File: src/hcfu_pkg.sv
// ----------------------------------------------------------------------------
// hcfu_pkg
// Shared constants for the hash frequency counter with greedy key removal.
// ----------------------------------------------------------------------------
package hcfu_pkg;

   // default table geometry
   localparam int TABLE_DEPTH_DEF = 1024;
   localparam int COUNT_BITS_DEF  = 16;

   // fixed field widths
   localparam int KEY_W    = 32;
   localparam int BUDGET_W = 16;
   localparam int LEFT_W   = 11;

   // item kinds
   localparam logic KIND_INSERT = 1'b0;
   localparam logic KIND_FINISH = 1'b1;

endpackage

File: src/hcfu_hash.sv
// ----------------------------------------------------------------------------
// hcfu_hash
// Home slot of a signed key: non-negative remainder modulo the table depth.
// Power-of-two depth takes the low key bits directly, otherwise one key bit per cycle.
// ----------------------------------------------------------------------------
module hcfu_hash import hcfu_pkg::*; #(
   parameter int TABLE_DEPTH = TABLE_DEPTH_DEF
) (
   input  logic                           clock,
   input  logic                           reset,
   input  logic                           start_hash,
   input  logic [KEY_W-1:0]               key,
   output logic                           done,
   output logic [$clog2(TABLE_DEPTH)-1:0] slot
);

   localparam int AW = $clog2(TABLE_DEPTH);
   localparam bit POW2 = (TABLE_DEPTH & (TABLE_DEPTH - 1)) == 0;
   localparam logic [AW:0] DEPTH_V = (AW+1)'(TABLE_DEPTH);
   // 2^32 mod depth, folded back for negative keys
   localparam logic [AW:0] OFFS = (AW+1)'((64'd1 << KEY_W) % TABLE_DEPTH);

   logic             run_ff, run_in;
   logic [5:0]       cnt_ff, cnt_in;
   logic [AW:0]      acc_ff, acc_in;
   logic [KEY_W-1:0] sh_ff, sh_in;
   logic             neg_ff, neg_in;
   logic             done_ff, done_in;
   logic [AW-1:0]    slot_ff, slot_in;
   logic [AW:0]      step;
   logic [AW:0]      fixed;

   // one restoring remainder step
   always_comb begin
      step = {acc_ff[AW-1:0], sh_ff[KEY_W-1]};
      if (step >= DEPTH_V) begin
         step = step - DEPTH_V;
      end
      if (!neg_ff) begin
         fixed = step;
      end else if (step >= OFFS) begin
         fixed = step - OFFS;
      end else begin
         fixed = step + DEPTH_V - OFFS;
      end
   end

   always_comb begin
      run_in  = run_ff;
      cnt_in  = cnt_ff;
      acc_in  = acc_ff;
      sh_in   = sh_ff;
      neg_in  = neg_ff;
      done_in = 1'b0;
      slot_in = slot_ff;
      if (start_hash) begin
         if (POW2) begin
            slot_in = key[AW-1:0];
            done_in = 1'b1;
         end else begin
            run_in = 1'b1;
            cnt_in = 6'(KEY_W);
            acc_in = '0;
            sh_in  = key;
            neg_in = key[KEY_W-1];
         end
      end else if (run_ff) begin
         acc_in = step;
         sh_in  = {sh_ff[KEY_W-2:0], 1'b0};
         cnt_in = cnt_ff - 6'd1;
         if (cnt_ff == 6'd1) begin
            run_in  = 1'b0;
            done_in = 1'b1;
            slot_in = fixed[AW-1:0];
         end
      end
   end

   always_ff @(posedge clock) begin
      if (reset) begin
         run_ff  <= 1'b0;
         done_ff <= 1'b0;
      end else begin
         run_ff  <= run_in;
         done_ff <= done_in;
      end
      cnt_ff  <= cnt_in;
      acc_ff  <= acc_in;
      sh_ff   <= sh_in;
      neg_ff  <= neg_in;
      slot_ff <= slot_in;
   end

   assign done = done_ff;
   assign slot = slot_ff;

endmodule

File: config.mk
export PLATFORM = sky130hd
export DESIGN_NAME = hcfu_hash
export DESIGN_NICKNAME = d
export VERILOG_FILES = /design/src/hcfu_pkg.sv /design/src/hcfu_hash.sv
export SDC_FILE = /design/constraint.sdc
export NUM_CORES = 1
export LEC_CHECK = 0
export ABC_AREA = 1
export BUFFER_PORTS_ARGS = -buffer_cell sky130_fd_sc_hd__buf_2
export CAP_MARGIN = 15
export CORE_MARGIN = 4
export CORE_UTILIZATION = 30
export CTS_CLUSTER_DIAMETER = 40
export DETAILED_ROUTE_END_ITERATION = 8
export HOLD_SLACK_MARGIN = 0.02
export SETUP_SLACK_MARGIN = 0.5
export SLEW_MARGIN = 20
export SYNTH_ARGS = -nofsm -noshare
export SYNTH_HDL_FRONTEND = slang
export SYNTH_SLANG_ARGS = --single-unit
File: constraint.sdc
create_clock -name clock -period 2.3 [get_ports clock]
set_input_delay 0.345 -clock clock [delete_from_list [all_inputs] [get_ports clock]]
set_output_delay 0.345 -clock clock [all_outputs]
set_load 0.05 [all_outputs]
# == After elaboration in Yosys (flattened, before gate mapping) ==
# Cells that the tools add are included.
# op_classes
add_sub_neg,2
order_cmp,1
eq_ne,1
n_mux,9
n_bitwise,1
n_reduce_logical,4
# op_table
op,count
$mux 10,4
$ge 11x11->1 const B,1
$sub 10x1->10 const B,1
$eq 6x1->1 const B,1
$sub 6x1->6 const B,1
$mux 1,5
$reduce_and 2->1,2
$reduce_bool 2->1,2
$not 1->1,1
# word_totals
reg_bits,28
wordCells,23

# == Logic depth before layout (Yosys ltp) ==
# logic_depth
word_depth,5
ltp_mapped,6
ltp_nobuf,6

# == Least setup slack after synthesis ==
# OpenSTA, ideal clock, no wires.
# synth_path
kind,register -> register
from,reg cnt_ff[1]
to,"reg slot_ff[0], in the netlist slot[0], enable pin"
setup_time_ns,0.334
arrival_ns,0.995
slack_ns,0.971
path_stages_with_launch,7
period_less_slack_ns,1.329
path_cell_list,edfxtp_1 inv_1 ha_1 nand3_1 nand2_1 nand2_2 inv_1
# synth_via
elab_chain_cells,3
# synth_lines
item,line,text
"start, declared",hcfu_hash.sv:24,"logic [5:0] cnt_ff, cnt_in;"
"start signal, assigned",hcfu_hash.sv:87,cnt_ff <= cnt_in;
$eq 6x1->1,hcfu_hash.sv:71,if (cnt_ff == 6'd1) begin
$reduce_bool 2->1 (no line),n/a,
$reduce_and 2->1 (no line),n/a,
"end signal, assigned",hcfu_hash.sv:91,slot_ff <= slot_in;
"end, declared",hcfu_hash.sv:29,"logic [AW-1:0] slot_ff, slot_in;"
# Every way passes these cells.
# A chain may end at the register's enable or synchronous reset.

# == Worst setup path after layout ==
# layout_path
from,reg cnt_ff[1]
to,"reg slot_ff[1], in the netlist slot[1], enable pin"
# Same word-level chain as after synthesis.

==> flow_summary.ini <==
[cts]
hold_buffers = 0
ctsResizeCount = 0
post_cts_buffers = 0
clock_sinks = 18
root_buffer = clkbuf_4
cts.reportedPaths.clkPinSlew_ns = 0.10
numCtsBuffers = 3
clk_latency_ns = 0.28
htreeDepth = 1
clockBufferDepth = 2
tritoncts = done

[critical_path]
rr_worst_depth = 6
critPathBufInv = 2
cp.arrival_ns = 1.41
crit_path_max_incr_delay_ns = 0.39
r2r-start = cnt_ff[1]$_DFFE_PP_
critPathSlowestCell = edfxtp_1
cp_num_cells = 6
path_cells = inv_1 -> ha_1 -> nand3_1 -> nand2_1 -> nand2_2 -> inv_1
critPathTopFamily = flip-flops
r2r-end = slot[1]$_SDFFCE_PN0P_
critPathKind = reg -> reg
crit_top_cell = inv_1
worst-path-max-fanout = 10
endpoint_kind = flip-flop
critPathRequiredTime_ns = 2.26
crit_start = cnt_ff[1]$_DFFE_PP_
crit_end = slot[1]$_SDFFCE_PN0P_
r2r_slack_ns = 0.85
critPathLaunchType = flip-flop

[floorplan]
initial_core_util = 0.330
dieWidth_um = 58.3
die_y_um = 58.3
core-area_um2 = 2300
io_pins = 46
fp-row-count = 17
die-area_um2 = 3400

[drt]
wl_per_cell_um = 9.99
drtIter0Drc = 21
routed_wl_um = 1200
vias = 488
drc = 0
antenna_left = 0
firstDrtPassIters = 4
vias_per_cell = 4.07

[finish]
layout_commonest_cell = buf_2
fin_nets = 130
antenna_cells = 0
layout_common_cells = buf_2, edfxtp_1, inv_1
fin_cells = 120
syn2layout_area_growth_pct = 23.9
drive_gt1_frac = 0.337

[logic_synthesis]
syn_avg_cell_area_um2 = 11.5
ys_ff_latch = 18
synth_fp_nets = 103
ys_seq_area_frac = 0.686
synth_top_cell_by_area = edfxtp_1
yosysWarningCount = 0
synth_top_area_share = 0.634
yosys.cell_types.count = 15
synthCells = 66
synthesis.area_um2 = 758
ys_top_cells_by_area = edfxtp_1, inv_1, nand2_1

[status]
outcome = completed

[timing]
hold_viol_final = 0
period_needed_ns = 1.45
tightest_slew_ns = 0.507
slew_violations = 0
setup_viol = 0
whs_ns = 0.232
tns_ns = 0
fin_crit_sh = 0.632
finClkSkew_ns = 0.00185
maxSlewHeadroom = 0.661
fmax_mhz = 688
rsz0062_at_grt = false

[placed_design]
dp_cells = 116
portBuffers = 23
hpwl_um = 975
gp_congestion = 0.774

[power_and_ir_drop]
p_per_area_nw_per_um2 = 655
p_leak_uw = 0.000468
vdd_ir_drop_max_uv = 338

[global_route]
gr-total-overflow = 0
grt_max_degree = 14
grt_pass1_wl_um = 2140
gr-usage-all-layers = 0.0836
grt_pass1_vias = 489
grt_antenna_before_repair = 0

[hold_path]
hp-class = in -> reg

[run]
cap_viol_max_count = 0
[report_power, final]
group          leakage, uW  switching [uW]  total [uW]  internal [uW]
registers         0.000166            1.93         365            364
clock network    0.0000210            89.6         186           96.2
logic             0.000281            47.6        64.3           16.7
total             0.000468             139         616            476
[worst register-to-register path: cells and delay by family, from the launching register on]
kind	cells	cell delay [ns]
buffers and inverters	2	0.35
flip-flops	1	0.39
AND/OR/NAND/NOR	3	0.25
adder cells (fa/ha/maj)	1	0.14
[synth_stat cells (all sizes together)]
cell    count
ha          2
o21a        1
buf         1
xor2        1
dfxtp       2
inv        16
xnor2       3
edfxtp     16
nand2      15
nor2        7
nand3       2
[logic make-up (layout without fill, tap and decap cells)]
logic type / after synthesis / in the layout / synth area share
fa+ha+maj: 2 / 2 / 0.0330
simple gates: 24 / 24 / 0.139
compound gates: 1 / 1 / 0.00990
buf+inv: 17 / 43 / 0.0858
xor+xnor: 4 / 4 / 0.0462
flops: 18 / 18 / 0.686
[registers in the layout (all words and copies together), names as in the netlist]
register / cells
done: 1
slot: 10
run_ff: 1
cnt_ff: 6
[final cells by class]
cell class,count,area [um^2]
Fill cell,223,1360
Sequential cell,18,520
Multi-Input combinational cell,31,173
Timing Repair Buffer,23,115
Inverter,16,60.1
Clock buffer,4,36.3
Tap cell,28,35.0
[through the flow]
step,total power (uW),area [um^2],worst slack [ns],utilization
floorplan,417,758,0.971,-
global placement,437,903,0.836,0.393
detailed placement,438,903,0.842,0.393
CTS,626,940,0.816,0.409
global route,652,940,0.656,0.409
finish,616,940,0.847,0.409
[worst min-delay path by stage]
| stage | from | end | slack, ns | cells after the start |
|---|---|---|---|---|
| after detailed placement | run_ff$_SDFFE_PP0N_ | run_ff$_SDFFE_PP0N_ | 0.53 | 3 |
| after global placement | run_ff$_SDFFE_PP0N_ | run_ff$_SDFFE_PP0N_ | 0.53 | 3 |
| after floorplan | reset | done$_SDFF_PP0_ | 0.41 | 1 |
| final | reset | done$_SDFF_PP0_ | 0.23 | 2 |
| after global routing | reset | done$_SDFF_PP0_ | 0.21 | 2 |
| after CTS | reset | done$_SDFF_PP0_ | 0.22 | 2 |
[metal layers]
metal,part of all wire,vias to the layer above,GRT usage,wire length (um)
met4,0,0,0.0397,0
met5,0,-,0,0
li1,-,253,-,-
met3,0.12,0,0.0267,148
met2,0.45,19,0.132,534
met1,0.43,216,0.102,516
Power figures use the tool's default switching activity.
